File: src/hdl/mcfc_pkg.sv
// Shared types and constants for the motor CAN feedback and command block.
// Used by mcfc_div, mcfc_ctrl, mcfc_dp and the top level.
// No dependencies.
package mcfc_pkg;

  // Stream widths
  localparam int unsigned TDATA_IN_W  = 128;
  localparam int unsigned TUSER_IN_W  = 2;
  localparam int unsigned TDATA_OUT_W = 224;

  // Configuration port
  localparam int unsigned CFG_ADDR_W = 3;
  localparam int unsigned CFG_DATA_W = 17;

  // Count-to-angle scaling: 100 centidegrees times 256 fraction steps, times 256
  // for the fraction bits of counts_per_degree.
  localparam int unsigned SCALE_NUM_W = 23;
  localparam logic [SCALE_NUM_W-1:0] SCALE_NUM = 23'd6553600;

  // Divider dividend width: |delta| <= 65535 for any turn size, times SCALE_NUM,
  // stays below 2^39
  localparam int unsigned DIV_W   = 39;
  localparam int unsigned DIVR_W  = 16;
  localparam int unsigned DCNT_W  = $clog2(DIV_W);

  // Saturation bound of the angle, centidegrees with 8 fraction bits
  localparam logic signed [39:0] ANGLE_LIMIT = 40'sd850000000;

  // Reply and command codes
  localparam logic [7:0] CODE_ENCODER = 8'h90;
  localparam logic [7:0] CODE_MOVE    = 8'hA8;
  localparam logic [3:0] DLC_FULL     = 4'd8;

  // Configuration reset values
  localparam logic [10:0]        NODE_ID_RST  = 11'd1;
  localparam logic [15:0]        CPD_RST      = 16'd46603;
  localparam logic signed [16:0] HARD_MIN_RST = -17'sd36000;
  localparam logic signed [16:0] HARD_MAX_RST = 17'sd36000;

  typedef enum logic [1:0] {
    OP_FRAME  = 2'd0,
    OP_MOVE   = 2'd1,
    OP_CMD    = 2'd2,
    OP_TXDONE = 2'd3
  } op_e;

  typedef enum logic [2:0] {
    ST_OK        = 3'd0,
    ST_RANGE     = 3'd1,
    ST_NOT_READY = 3'd2,
    ST_BUSY      = 3'd3,
    ST_IGNORED   = 3'd4
  } status_e;

  typedef enum logic [CFG_ADDR_W-1:0] {
    CFG_NODE_ID      = 3'd0,
    CFG_CENTER_COUNT = 3'd1,
    CFG_CENTER_ANGLE = 3'd2,
    CFG_DIRECTION    = 3'd3,
    CFG_CPD          = 3'd4,
    CFG_HARD_MIN     = 3'd5,
    CFG_HARD_MAX     = 3'd6
  } cfg_e;

  // Controller to datapath commands
  typedef struct packed {
    logic load;       // capture the input beat
    logic mul;        // register |delta| * SCALE_NUM
    logic div_start;  // launch the divider
    logic scale;      // register the saturated angle
    logic commit;     // update state and fill the output register
  } mcfc_cmd_t;

  // Datapath to controller status
  typedef struct packed {
    logic need_conv;  // captured item is an in-range encoder reply for this node
    logic div_done;   // divider quotient ready
    logic slot_free;  // output register can take a beat
  } mcfc_stat_t;

endpackage

File: src/hdl/mcfc_div.sv
// Radix-2 restoring divider, one quotient bit per cycle.
// Depends on mcfc_pkg for DIV_W, DIVR_W and DCNT_W.
module mcfc_div (
  input  logic                        clk_i,
  input  logic                        rst_ni,
  input  logic                        start_i,
  input  logic [mcfc_pkg::DIV_W-1:0]  dividend_i,
  input  logic [mcfc_pkg::DIVR_W-1:0] divisor_i,
  output logic [mcfc_pkg::DIV_W-1:0]  quotient_o,
  output logic                        done_o
);
  import mcfc_pkg::*;

  logic              busy_q;
  logic              done_q;
  logic [DCNT_W-1:0] cnt_q;
  logic [DIV_W-1:0]  acc_q;
  logic [DIVR_W-1:0] rem_q;
  logic [DIVR_W-1:0] dvs_q;

  logic [DIVR_W:0]   trial;
  logic              fits;

  // Shift in the next dividend bit and try the subtraction
  always_comb begin
    trial = {rem_q, acc_q[DIV_W-1]};
    fits  = (trial >= {1'b0, dvs_q});
  end

  // Control: busy flag, step counter, done pulse
  always_ff @(posedge clk_i or negedge rst_ni) begin
    if (!rst_ni) begin
      busy_q <= 1'b0;
      done_q <= 1'b0;
      cnt_q  <= '0;
    end else begin
      done_q <= 1'b0;
      if (start_i) begin
        busy_q <= 1'b1;
        cnt_q  <= '0;
      end else if (busy_q) begin
        cnt_q <= cnt_q + DCNT_W'(1);
        if (cnt_q == DCNT_W'(DIV_W - 1)) begin
          busy_q <= 1'b0;
          done_q <= 1'b1;
        end
      end
    end
  end

  // Data: remainder and dividend/quotient shift register
  always_ff @(posedge clk_i) begin
    if (start_i) begin
      acc_q <= dividend_i;
      rem_q <= '0;
      dvs_q <= divisor_i;
    end else if (busy_q) begin
      acc_q <= {acc_q[DIV_W-2:0], fits};
      rem_q <= fits ? DIVR_W'(trial - {1'b0, dvs_q}) : trial[DIVR_W-1:0];
    end
  end

  assign quotient_o = acc_q;
  assign done_o     = done_q;

endmodule

File: src/hdl/mcfc_ctrl.sv
// Sequencer for the motor CAN block: input handshake and step order.
// Depends on mcfc_pkg for the command and status structs.
module mcfc_ctrl (
  input  logic                  clk_i,
  input  logic                  rst_ni,
  input  logic                  in_valid_i,
  output logic                  in_ready_o,
  input  mcfc_pkg::mcfc_stat_t  stat_i,
  output mcfc_pkg::mcfc_cmd_t   cmd_o
);
  import mcfc_pkg::*;

  typedef enum logic [5:0] {
    S_IDLE  = 6'b000001,
    S_CHECK = 6'b000010,
    S_START = 6'b000100,
    S_DIV   = 6'b001000,
    S_SCALE = 6'b010000,
    S_EMIT  = 6'b100000
  } state_e;

  state_e state_q, state_d;

  // Next state and commands
  always_comb begin
    state_d = state_q;
    cmd_o   = '0;
    case (state_q)
      S_IDLE: begin
        if (in_valid_i) begin
          cmd_o.load = 1'b1;
          state_d    = S_CHECK;
        end
      end
      S_CHECK: begin
        cmd_o.mul = 1'b1;
        state_d   = stat_i.need_conv ? S_START : S_EMIT;
      end
      S_START: begin
        cmd_o.div_start = 1'b1;
        state_d         = S_DIV;
      end
      S_DIV: begin
        if (stat_i.div_done) begin
          state_d = S_SCALE;
        end
      end
      S_SCALE: begin
        cmd_o.scale = 1'b1;
        state_d     = S_EMIT;
      end
      S_EMIT: begin
        if (stat_i.slot_free) begin
          cmd_o.commit = 1'b1;
          state_d      = S_IDLE;
        end
      end
      default: begin
        state_d = S_IDLE;
      end
    endcase
  end

  always_ff @(posedge clk_i or negedge rst_ni) begin
    if (!rst_ni) begin
      state_q <= S_IDLE;
    end else begin
      state_q <= state_d;
    end
  end

  assign in_ready_o = (state_q == S_IDLE);

endmodule

File: src/hdl/mcfc_dp.sv
// Datapath: configuration, captured beat, feedback state, angle conversion
// and the output register. Depends on mcfc_pkg and mcfc_div.
module mcfc_dp #(
  parameter int unsigned COUNTS_PER_REV = 65536,
  parameter int unsigned MAX_COUNT      = 65535
) (
  input  logic                                 clk_i,
  input  logic                                 rst_ni,
  // configuration writes
  input  logic                                 cfg_we_i,
  input  logic [mcfc_pkg::CFG_ADDR_W-1:0]      cfg_addr_i,
  input  logic [mcfc_pkg::CFG_DATA_W-1:0]      cfg_data_i,
  // input beat
  input  logic [mcfc_pkg::TDATA_IN_W-1:0]      in_data_i,
  input  logic [mcfc_pkg::TUSER_IN_W-1:0]      in_user_i,
  // result stream
  output logic                                 m_axis_tvalid_o,
  input  logic                                 m_axis_tready_i,
  output logic [mcfc_pkg::TDATA_OUT_W-1:0]     m_axis_tdata_o,
  // controller link
  input  mcfc_pkg::mcfc_cmd_t                  cmd_i,
  output mcfc_pkg::mcfc_stat_t                 stat_o
);
  import mcfc_pkg::*;

  localparam logic signed [17:0] CPR_S  = 18'(COUNTS_PER_REV);
  localparam logic signed [17:0] HALF_S = 18'(COUNTS_PER_REV / 2);
  localparam logic [15:0]        MAX_C  = 16'(MAX_COUNT);

  // Configuration registers
  logic [10:0]        node_q;
  logic [15:0]        center_q;
  logic signed [16:0] center_ang_q;
  logic [1:0]         dir_q;
  logic [15:0]        cpd_q;
  logic signed [16:0] hmin_q;
  logic signed [16:0] hmax_q;

  // Captured beat
  op_e                op_q;
  logic [10:0]        id_q;
  logic               ext_q;
  logic [3:0]         dlc_q;
  logic [63:0]        data_q;
  logic signed [16:0] tgt_q;
  logic [15:0]        spd_q;
  logic [7:0]         code_q;

  // Block state
  logic               tx_busy_q, tx_busy_d;
  logic               have_fb_q, have_fb_d;
  logic signed [31:0] angle_q, angle_d;
  logic [15:0]        enc_cnt_q, enc_cnt_d;
  logic [15:0]        enc_raw_q, enc_raw_d;
  logic [15:0]        enc_off_q, enc_off_d;
  logic [7:0]         temp_q, temp_d;
  logic [15:0]        power_q, power_d;
  logic [15:0]        speed_q, speed_d;
  logic [31:0]        rx_cnt_q, rx_cnt_d;

  // Conversion pipeline
  logic [DIV_W-1:0]   prod_q;
  logic               neg_q;
  logic signed [31:0] conv_q;
  logic [DIV_W-1:0]   quo;
  logic               div_done;

  // Output register
  logic                   m_valid_q;
  logic [TDATA_OUT_W-1:0] m_data_q, m_data_d;

  // Frame decode
  logic        frame_ok;
  logic        is_enc;
  logic [15:0] raw;
  logic        raw_ok;

  // Delta and product
  logic signed [17:0] d_raw, d_wrap, d_abs;
  logic [15:0]        mag;
  logic [38:0]        prod_full;

  // Scaling
  logic               q_neg;
  logic signed [39:0] q_s, a_full;
  logic signed [31:0] a_sat;

  // Move amount
  logic signed [33:0] diff, md, md_abs, rnd, ctl;

  // Step result
  status_e     status;
  logic        txv;
  logic [63:0] txd;
  logic [63:0] send;
  logic        want_send;

  // Capture config writes
  always_ff @(posedge clk_i or negedge rst_ni) begin
    if (!rst_ni) begin
      node_q       <= NODE_ID_RST;
      center_q     <= '0;
      center_ang_q <= '0;
      dir_q        <= '0;
      cpd_q        <= CPD_RST;
      hmin_q       <= HARD_MIN_RST;
      hmax_q       <= HARD_MAX_RST;
    end else if (cfg_we_i) begin
      case (cfg_e'(cfg_addr_i))
        CFG_NODE_ID:      node_q       <= cfg_data_i[10:0];
        CFG_CENTER_COUNT: center_q     <= cfg_data_i[15:0];
        CFG_CENTER_ANGLE: center_ang_q <= $signed(cfg_data_i[16:0]);
        CFG_DIRECTION:    dir_q        <= cfg_data_i[1:0];
        CFG_CPD:          cpd_q        <= cfg_data_i[15:0];
        CFG_HARD_MIN:     hmin_q       <= $signed(cfg_data_i[16:0]);
        CFG_HARD_MAX:     hmax_q       <= $signed(cfg_data_i[16:0]);
        default: ;
      endcase
    end
  end

  // Capture the input beat
  always_ff @(posedge clk_i) begin
    if (cmd_i.load) begin
      op_q   <= op_e'(in_user_i[1:0]);
      id_q   <= in_data_i[10:0];
      ext_q  <= in_data_i[11];
      dlc_q  <= in_data_i[15:12];
      data_q <= in_data_i[79:16];
      tgt_q  <= $signed(in_data_i[96:80]);
      spd_q  <= in_data_i[112:97];
      code_q <= in_data_i[120:113];
    end
  end

  // Decode the received frame
  always_comb begin
    frame_ok = (op_q == OP_FRAME) && !ext_q && (id_q == node_q) && (dlc_q == DLC_FULL);
    is_enc   = (data_q[7:0] == CODE_ENCODER);
    raw      = data_q[47:32];
    raw_ok   = (raw <= MAX_C);
  end

  // Wrapped delta from the center count and its scaled magnitude
  always_comb begin
    d_raw = $signed({2'b00, raw}) - $signed({2'b00, center_q});
    if (d_raw > HALF_S) begin
      d_wrap = d_raw - CPR_S;
    end else if (d_raw < -HALF_S) begin
      d_wrap = d_raw + CPR_S;
    end else begin
      d_wrap = d_raw;
    end
    d_abs     = d_wrap[17] ? -d_wrap : d_wrap;
    mag       = d_abs[15:0];
    prod_full = {23'b0, mag} * {16'b0, SCALE_NUM};
  end

  always_ff @(posedge clk_i) begin
    if (cmd_i.mul) begin
      prod_q <= prod_full[DIV_W-1:0];
      neg_q  <= d_wrap[17];
    end
  end

  // Divide by counts_per_degree, zero taken as one
  mcfc_div u_div (
    .clk_i      (clk_i),
    .rst_ni     (rst_ni),
    .start_i    (cmd_i.div_start),
    .dividend_i (prod_q),
    .divisor_i  ((cpd_q == 16'd0) ? 16'd1 : cpd_q),
    .quotient_o (quo),
    .done_o     (div_done)
  );

  // Apply direction, add the center angle, saturate
  always_comb begin
    q_neg  = neg_q ^ dir_q[1];
    if (dir_q == 2'b00) begin
      q_s = '0;
    end else if (q_neg) begin
      q_s = -$signed({1'b0, quo});
    end else begin
      q_s = $signed({1'b0, quo});
    end
    a_full = (40'(center_ang_q) <<< 8) + q_s;
    if (a_full > ANGLE_LIMIT) begin
      a_sat = 32'(ANGLE_LIMIT);
    end else if (a_full < -ANGLE_LIMIT) begin
      a_sat = 32'(-ANGLE_LIMIT);
    end else begin
      a_sat = 32'(a_full);
    end
  end

  always_ff @(posedge clk_i) begin
    if (cmd_i.scale) begin
      conv_q <= a_sat;
    end
  end

  // Relative move rounded half away from zero
  always_comb begin
    diff   = (34'(tgt_q) <<< 8) - 34'(angle_q);
    md     = dir_q[1] ? -diff : diff;
    md_abs = md[33] ? -md : md;
    rnd    = (md_abs + 34'sd128) >>> 8;
    ctl    = md[33] ? -rnd : rnd;
  end

  // Evaluate the step and the next block state
  always_comb begin
    status    = ST_OK;
    txv       = 1'b0;
    txd       = '0;
    send      = '0;
    want_send = 1'b0;
    tx_busy_d = tx_busy_q;
    have_fb_d = have_fb_q;
    angle_d   = angle_q;
    enc_cnt_d = enc_cnt_q;
    enc_raw_d = enc_raw_q;
    enc_off_d = enc_off_q;
    temp_d    = temp_q;
    power_d   = power_q;
    speed_d   = speed_q;
    rx_cnt_d  = rx_cnt_q;
    case (op_q)
      OP_FRAME: begin
        if (!frame_ok) begin
          status = ST_IGNORED;
        end else if (is_enc) begin
          enc_cnt_d = data_q[31:16];
          enc_raw_d = data_q[47:32];
          enc_off_d = data_q[63:48];
          if (!raw_ok) begin
            status = ST_IGNORED;
          end else begin
            angle_d   = conv_q;
            have_fb_d = 1'b1;
            rx_cnt_d  = rx_cnt_q + 32'd1;
          end
        end else begin
          temp_d    = data_q[15:8];
          power_d   = data_q[31:16];
          speed_d   = data_q[47:32];
          enc_cnt_d = data_q[63:48];
          rx_cnt_d  = rx_cnt_q + 32'd1;
        end
      end
      OP_MOVE: begin
        if ((tgt_q < hmin_q) || (tgt_q > hmax_q) || (spd_q == 16'd0)) begin
          status = ST_RANGE;
        end else if (!have_fb_q || (dir_q == 2'b00)) begin
          status = ST_NOT_READY;
        end else if (ctl != 34'sd0) begin
          send      = {ctl[31:0], spd_q, 8'h00, CODE_MOVE};
          want_send = 1'b1;
        end
      end
      OP_CMD: begin
        send      = {56'b0, code_q};
        want_send = 1'b1;
      end
      OP_TXDONE: begin
        tx_busy_d = 1'b0;
      end
      default: ;
    endcase
    // One frame in flight at a time
    if (want_send) begin
      if (tx_busy_q) begin
        status = ST_BUSY;
      end else begin
        tx_busy_d = 1'b1;
        txv       = 1'b1;
        txd       = send;
      end
    end
    m_data_d = {4'b0, rx_cnt_d, speed_d, power_d, temp_d, enc_off_d, enc_raw_d,
                enc_cnt_d, have_fb_d, angle_d[30:0], txd, txv, status};
  end

  // Commit the block state
  always_ff @(posedge clk_i or negedge rst_ni) begin
    if (!rst_ni) begin
      tx_busy_q <= 1'b0;
      have_fb_q <= 1'b0;
      angle_q   <= '0;
      enc_cnt_q <= '0;
      enc_raw_q <= '0;
      enc_off_q <= '0;
      temp_q    <= '0;
      power_q   <= '0;
      speed_q   <= '0;
      rx_cnt_q  <= '0;
    end else if (cmd_i.commit) begin
      tx_busy_q <= tx_busy_d;
      have_fb_q <= have_fb_d;
      angle_q   <= angle_d;
      enc_cnt_q <= enc_cnt_d;
      enc_raw_q <= enc_raw_d;
      enc_off_q <= enc_off_d;
      temp_q    <= temp_d;
      power_q   <= power_d;
      speed_q   <= speed_d;
      rx_cnt_q  <= rx_cnt_d;
    end
  end

  // Output register: load on commit, drop when the beat is taken
  always_ff @(posedge clk_i or negedge rst_ni) begin
    if (!rst_ni) begin
      m_valid_q <= 1'b0;
    end else if (cmd_i.commit) begin
      m_valid_q <= 1'b1;
    end else if (m_axis_tready_i) begin
      m_valid_q <= 1'b0;
    end
  end

  always_ff @(posedge clk_i) begin
    if (cmd_i.commit) begin
      m_data_q <= m_data_d;
    end
  end

  assign m_axis_tvalid_o = m_valid_q;
  assign m_axis_tdata_o  = m_data_q;

  assign stat_o.need_conv = frame_ok && is_enc && raw_ok;
  assign stat_o.div_done  = div_done;
  assign stat_o.slot_free = !m_valid_q || m_axis_tready_i;

  // Commit never overwrites a beat still waiting at the output
  a_commit_free: assert property (@(posedge clk_i) disable iff (!rst_ni)
    cmd_i.commit |-> (!m_valid_q || m_axis_tready_i))
    else $error("commit while output beat pending");

  // The transmit-busy flag only rises through a commit
  a_busy_rise: assert property (@(posedge clk_i) disable iff (!rst_ni)
    $rose(tx_busy_q) |-> $past(cmd_i.commit))
    else $error("tx busy set outside commit");

  // Feedback, once taken, stays valid
  a_fb_sticky: assert property (@(posedge clk_i) disable iff (!rst_ni)
    have_fb_q |=> have_fb_q)
    else $error("feedback valid cleared");

  // One beat at a time
  a_load_single: assert property (@(posedge clk_i) disable iff (!rst_ni)
    cmd_i.load |=> !cmd_i.load)
    else $error("back-to-back input capture");

endmodule

File: src/hdl/motor_can_feedback_and_command.sv
// Top level of the motor CAN feedback and command block.
// Depends on mcfc_pkg, mcfc_ctrl and mcfc_dp (which holds mcfc_div).
//
// Usage:
//   Input stream (s_axis): one beat per operation. tuser carries the op code
//   (received frame, position request, simple command, transmit done); tdata
//   carries the frame fields, the target and speed, and the command byte.
//   Output stream (m_axis): exactly one result beat per input beat, in order,
//   with the status, the frame to transmit and the feedback/telemetry state.
//   Configuration port: cfg_we_i writes register cfg_addr_i; write only while
//   no item is in progress.
//   Timing: a beat is taken only in the idle state. Items without angle
//   conversion pass the check and emit states; an in-range encoder reply
//   also passes the start, divide and scale states, with the 39-step
//   bit-serial divider, before its result is registered. The next beat is
//   taken in the cycle after the result is registered, so no new beat is
//   taken while an item is still being worked.
//   Reset: configuration returns to its defaults, feedback and telemetry
//   clear, no frame is pending and the output is empty.
//   Stall: a result waits in the output register; one more item is taken and
//   worked, then held until the receiver takes the waiting beat.
module motor_can_feedback_and_command #(
  parameter int unsigned COUNTS_PER_REV = 65536,
  parameter int unsigned MAX_COUNT      = 65535
) (
  input  logic                               clk_i,
  input  logic                               rst_ni,
  // configuration
  input  logic                               cfg_we_i,
  input  logic [mcfc_pkg::CFG_ADDR_W-1:0]    cfg_addr_i,
  input  logic [mcfc_pkg::CFG_DATA_W-1:0]    cfg_data_i,
  // input stream
  input  logic                               s_axis_tvalid_i,
  output logic                               s_axis_tready_o,
  // frame_id[10:0], frame_extended[11], frame_dlc[15:12], frame_data[79:16],
  // target_angle[96:80], max_speed[112:97], command_code[120:113], zero[127:121]
  input  logic [mcfc_pkg::TDATA_IN_W-1:0]    s_axis_tdata_i,
  // op[1:0]
  input  logic [mcfc_pkg::TUSER_IN_W-1:0]    s_axis_tuser_i,
  // result stream
  output logic                               m_axis_tvalid_o,
  input  logic                               m_axis_tready_i,
  // status[2:0], tx_valid[3], tx_data[67:4], angle_now[98:68],
  // fb_valid[99], enc_count[115:100], enc_raw[131:116],
  // enc_offset[147:132], temperature[155:148], power[171:156],
  // speed[187:172], reply_count[219:188], zero[223:220]
  output logic [mcfc_pkg::TDATA_OUT_W-1:0]   m_axis_tdata_o
);
  import mcfc_pkg::*;

  mcfc_cmd_t  cmd;
  mcfc_stat_t stat;

  mcfc_ctrl u_ctrl (
    .clk_i      (clk_i),
    .rst_ni     (rst_ni),
    .in_valid_i (s_axis_tvalid_i),
    .in_ready_o (s_axis_tready_o),
    .stat_i     (stat),
    .cmd_o      (cmd)
  );

  mcfc_dp #(
    .COUNTS_PER_REV (COUNTS_PER_REV),
    .MAX_COUNT      (MAX_COUNT)
  ) u_dp (
    .clk_i           (clk_i),
    .rst_ni          (rst_ni),
    .cfg_we_i        (cfg_we_i),
    .cfg_addr_i      (cfg_addr_i),
    .cfg_data_i      (cfg_data_i),
    .in_data_i       (s_axis_tdata_i),
    .in_user_i       (s_axis_tuser_i),
    .m_axis_tvalid_o (m_axis_tvalid_o),
    .m_axis_tready_i (m_axis_tready_i),
    .m_axis_tdata_o  (m_axis_tdata_o),
    .cmd_i           (cmd),
    .stat_o          (stat)
  );

endmodule

File: config.mk
export PLATFORM = sky130hd
export DESIGN_NAME = motor_can_feedback_and_command
export DESIGN_NICKNAME = d
export VERILOG_FILES = /design/src/hdl/mcfc_pkg.sv /design/src/hdl/mcfc_div.sv /design/src/hdl/mcfc_ctrl.sv /design/src/hdl/mcfc_dp.sv /design/src/hdl/motor_can_feedback_and_command.sv
export SDC_FILE = /design/constraint.sdc
export NUM_CORES = 1
export LEC_CHECK = 0
export ABC_CLOCK_PERIOD_IN_PS = 10800
export BUFFER_PORTS_ARGS = -buffer_cell sky130_fd_sc_hd__buf_2
export CAP_MARGIN = 0
export CORE_MARGIN = 5
export CORE_UTILIZATION = 25
export CTS_CLUSTER_SIZE = 10
export DETAILED_ROUTE_END_ITERATION = 10
export PLACE_DENSITY = 0.44
export SYNTH_ARGS = -nofsm -noshare
export SYNTH_HDL_FRONTEND = slang
export SYNTH_SLANG_ARGS = --single-unit
File: constraint.sdc
create_clock -name clk_i -period 10.8 [get_ports clk_i]
set_input_delay 0.54 -clock clk_i [delete_from_list [all_inputs] [get_ports clk_i]]
set_output_delay 0.54 -clock clk_i [all_outputs]
set_load 0.03 [all_outputs]
==> metrics.txt <==
post-detail-place hpwl 90850 um; sequential area share after synthesis 0.4957; Critical Path Start Type flip-flop; die height roughly 410 um; Worst-path clk slew 0.06 ns; Layout Cell Area excl Fill 49040 sq um; Worst-Margin Slew 1.106 ns; first-pass GRT wire length 189300 um; Net Sw Frac 0.4006; Tcrit/Tclk final 0.8698; vias per cell 4.594; vias in the first global route 30.45k; Post-route DRC 0; share of cells above drive strength 1 0.1828; Post-synth ARST share 0.3655; Overflow after GRT 0; I/O Buffers 361; Worst Path Max Fanout 21; Slew HR 0.2613; post-synthesis cell area about 41000 sq um; Fin Hold WS 0.04735 ns; clock net sink count 725; fin. max-slew vios 0; WL/cell 18.78 um; crit path max-delay cell type o311ai_1; CTS Hold Bufs 92; maxcap violations 0; dpl cells 6335; Reg power frac 0.278; VDD IR-drop max a little over 400 uV; hold crit path type in2reg; CTS Buf Count 91; #FFs+latches synth 725; CTS tree yes; Syn Inst Count 3930; unrepaired setup endpoints after global routing false; CTS Buffer Depth 3; Placer Congestion 0.8095; Resize count post-CTS 0; CP required 11.22 ns; Sw Pwr 5.580 mW; # rows 148; number of setup buffers added after CTS 0; maximum clock frequency 106.5 MHz; Pleak 19.93 nW; Final Setup Violations 0; Pwr Total 13.93 mW; Core ar. about 160000 sq um; DP Area 45190 sq um; Synth Area per Inst roughly 10 sq um; via count roughly 30k; largest net degree at the start of global routing 121; most common cell after layout, fill and taps aside nand2_1; worst skew pair latency 0.73 ns; Overall Global Routing Usage 0.1410; final net count roughly 4.7k; filler instances about 17k; internal power around 8.3 mW; ys flop type edfxtp_1; Synth cell types 117; critical path type reg2reg; Fin. Hold Viols 0; initial antenna violation count 23; DP Worst Slack 1.404 ns; Synth Warn # 0; Final Non-Filler Cells 6601; Ports 381; final antenna-violating net count 0; die area 172100 sq um; Setup WS post-layout around 1.4 ns; final core utilization 0.3010; outcome finished, final reports clean; WP data arrival 9.81 ns; Pre-antenna DRT Iters 5; Clock Skew 0.06659 ns; routed wire length 124000 um; worst path buffer plus inverter count 2; Final min period ~9.4 ns; 1st-iter DRT viols around 1.7k; H-tree Lvls 3; Syn-to-layout area delta 19.68%; Crit path max-delay family simple AND/OR/NAND/NOR gates; Clk pwr share 0.213; logic gate share of total power 0.509; most frequent cells in the layout 599 x nand2_1, 444 x edfxtp_1, 360 x buf_2, 244 x nor2_1, 242 x dfrtp_1; TNS Setup 0 ns; crit end category flip-flop; Starting Density 0.2515; number of synthesized flops with an enable pin 444; Max stage delay on crit path around 0.77 ns; Die Wd 414.9 um; P per Cell Area about 280 nW/um^2; CTS Root Cell clkbuf_16
-- kinds of logic (layout without fill, tap and decap cells) --
family,Yosys count,after routing,share of synthesized area
muxes,191,191,0.05172
adders and majority gates,200,200,0.06357
xor gates and xnor gates,307,307,0.06653
buffers and inverters,390,868,0.03808
other,1,19,0.00009151
AOI/OAI and AO/OA,717,717,0.1171
DFF,725,725,0.4957
and+or+nand+nor,1399,1399,0.1672
-- area by class of cell --
cell class / count / area [sq um] / area share
clock buffer: 146 / 2595 / 0.05291
inverter: 209 / 792.0 / 0.01615
clock inverter: 21 / 322.8 / 0.006582
timing repair buffer: 492 / 3043 / 0.06204
tap: 2175 / 2721 / 0.05549
sequential: 725 / 20310 / 0.4142
antenna: 7 / 17.52 / 0.0003572
multi-input combinational: 2826 / 19240 / 0.3923
-- sequential cells by signal, summed over array words and instances (netlist names), 16 cells and up --
name and count:
u_dp.m_axis_tdata_o 212, u_dp.data_q 64, u_dp.u_div.quotient_o 39, u_dp.angle_q 32, u_dp.conv_q 32, u_dp.rx_cnt_q 32, u_dp.prod_q 21, u_dp.center_ang_q 17
u_dp.hmax_q 17, u_dp.hmin_q 17, u_dp.tgt_q 17, u_dp.center_q 16, u_dp.cpd_q 16, u_dp.enc_cnt_q 16, u_dp.enc_off_q 16, u_dp.enc_raw_q 16
u_dp.power_q 16, u_dp.spd_q 16, u_dp.speed_q 16, u_dp.u_div.dvs_q 16, u_dp.u_div.rem_q 16
-- cells in the mapped netlist, types with 9 or more instances --
cell type / number / area, sq um
a211oi_1: 40 / 300.3
a21boi_0: 17 / 127.6
a21o_1: 48 / 360.4
a21oi_1: 141 / 705.7
a22oi_1: 12 / 90.09
a31oi_1: 18 / 112.6
and2_1: 53 / 331.6
and3_1: 34 / 212.7
and4_1: 10 / 87.58
buf_1: 13 / 48.80
buf_2: 17 / 85.08
buf_4: 14 / 105.1
clkbuf_1: 134 / 503.0
dfrtp_1: 242 / 6056
dfstp_2: 23 / 604.3
dfxtp_1: 16 / 320.3
edfxtp_1: 444 / 13330
fa_1: 14 / 280.3
ha_1: 185 / 2315
inv_1: 208 / 780.8
mux2_2: 162 / 1824
mux2i_1: 28 / 280.3
nand2_1: 600 / 2252
nand2b_1: 49 / 306.5
nand3_1: 66 / 330.3
nand4_1: 48 / 300.3
nor2_1: 247 / 927.1
nor2b_1: 17 / 106.4
nor3_1: 82 / 410.4
nor3b_1: 18 / 135.1
nor4_1: 31 / 193.9
o211ai_1: 20 / 150.1
o21a_1: 28 / 210.2
o21ai_0: 199 / 996.0
o21bai_1: 17 / 127.6
o22ai_1: 9 / 56.30
o31a_1: 14 / 122.6
o31ai_1: 31 / 232.7
or2_2: 22 / 137.6
or3_1: 35 / 219.0
or4_1: 22 / 165.2
xnor2_1: 175 / 1533
xor2_1: 127 / 1112
-- per-layer routing --
layer | track usage | share of wire | vias up
li1 | - | - | 14883
met1 | 0.1758 | 0.43 | 14716
met2 | 0.2448 | 0.49 | 532
met3 | 0.02001 | 0.033 | 193
met4 | 0.05784 | 0.043 | 0
met5 | 0 | 0 | -
-- power groups by stage --
| stage | clock (mW) | combinational, mW | sequential [mW] |
|---|---|---|---|
| finish | 2.97 | 7.09 | 3.87 |
| global route | 3.18 | 8.18 | 3.91 |
| CTS | 3.08 | 7.22 | 3.88 |
| detailed placement | 0 | 7.13 | 3.93 |
| global placement | 0 | 7.14 | 3.93 |
| floorplan | 0 | 5.39 | 4.12 |
-- final timing paths --
path	from	to	slack [ns]	cells after the start
max	u_dp.angle_q[1]	u_dp.m_axis_tdata_o[3]	1.41	26
min	s_axis_tdata_i[90]	u_dp.tgt_q[10]	0.05	1
max reg2reg	u_dp.angle_q[1]	u_dp.m_axis_tdata_o[3]	1.41	26
min reg2reg	u_dp.speed_q[10]	u_dp.speed_q[10]	0.47	2
max in group asynchronous	rst_ni	u_dp.rx_cnt_q[9]	8.26	4
min in group asynchronous	rst_ni	u_dp.center_ang_q[13]	0.45	2
Note: power is estimated with default switching activity, not from simulation.
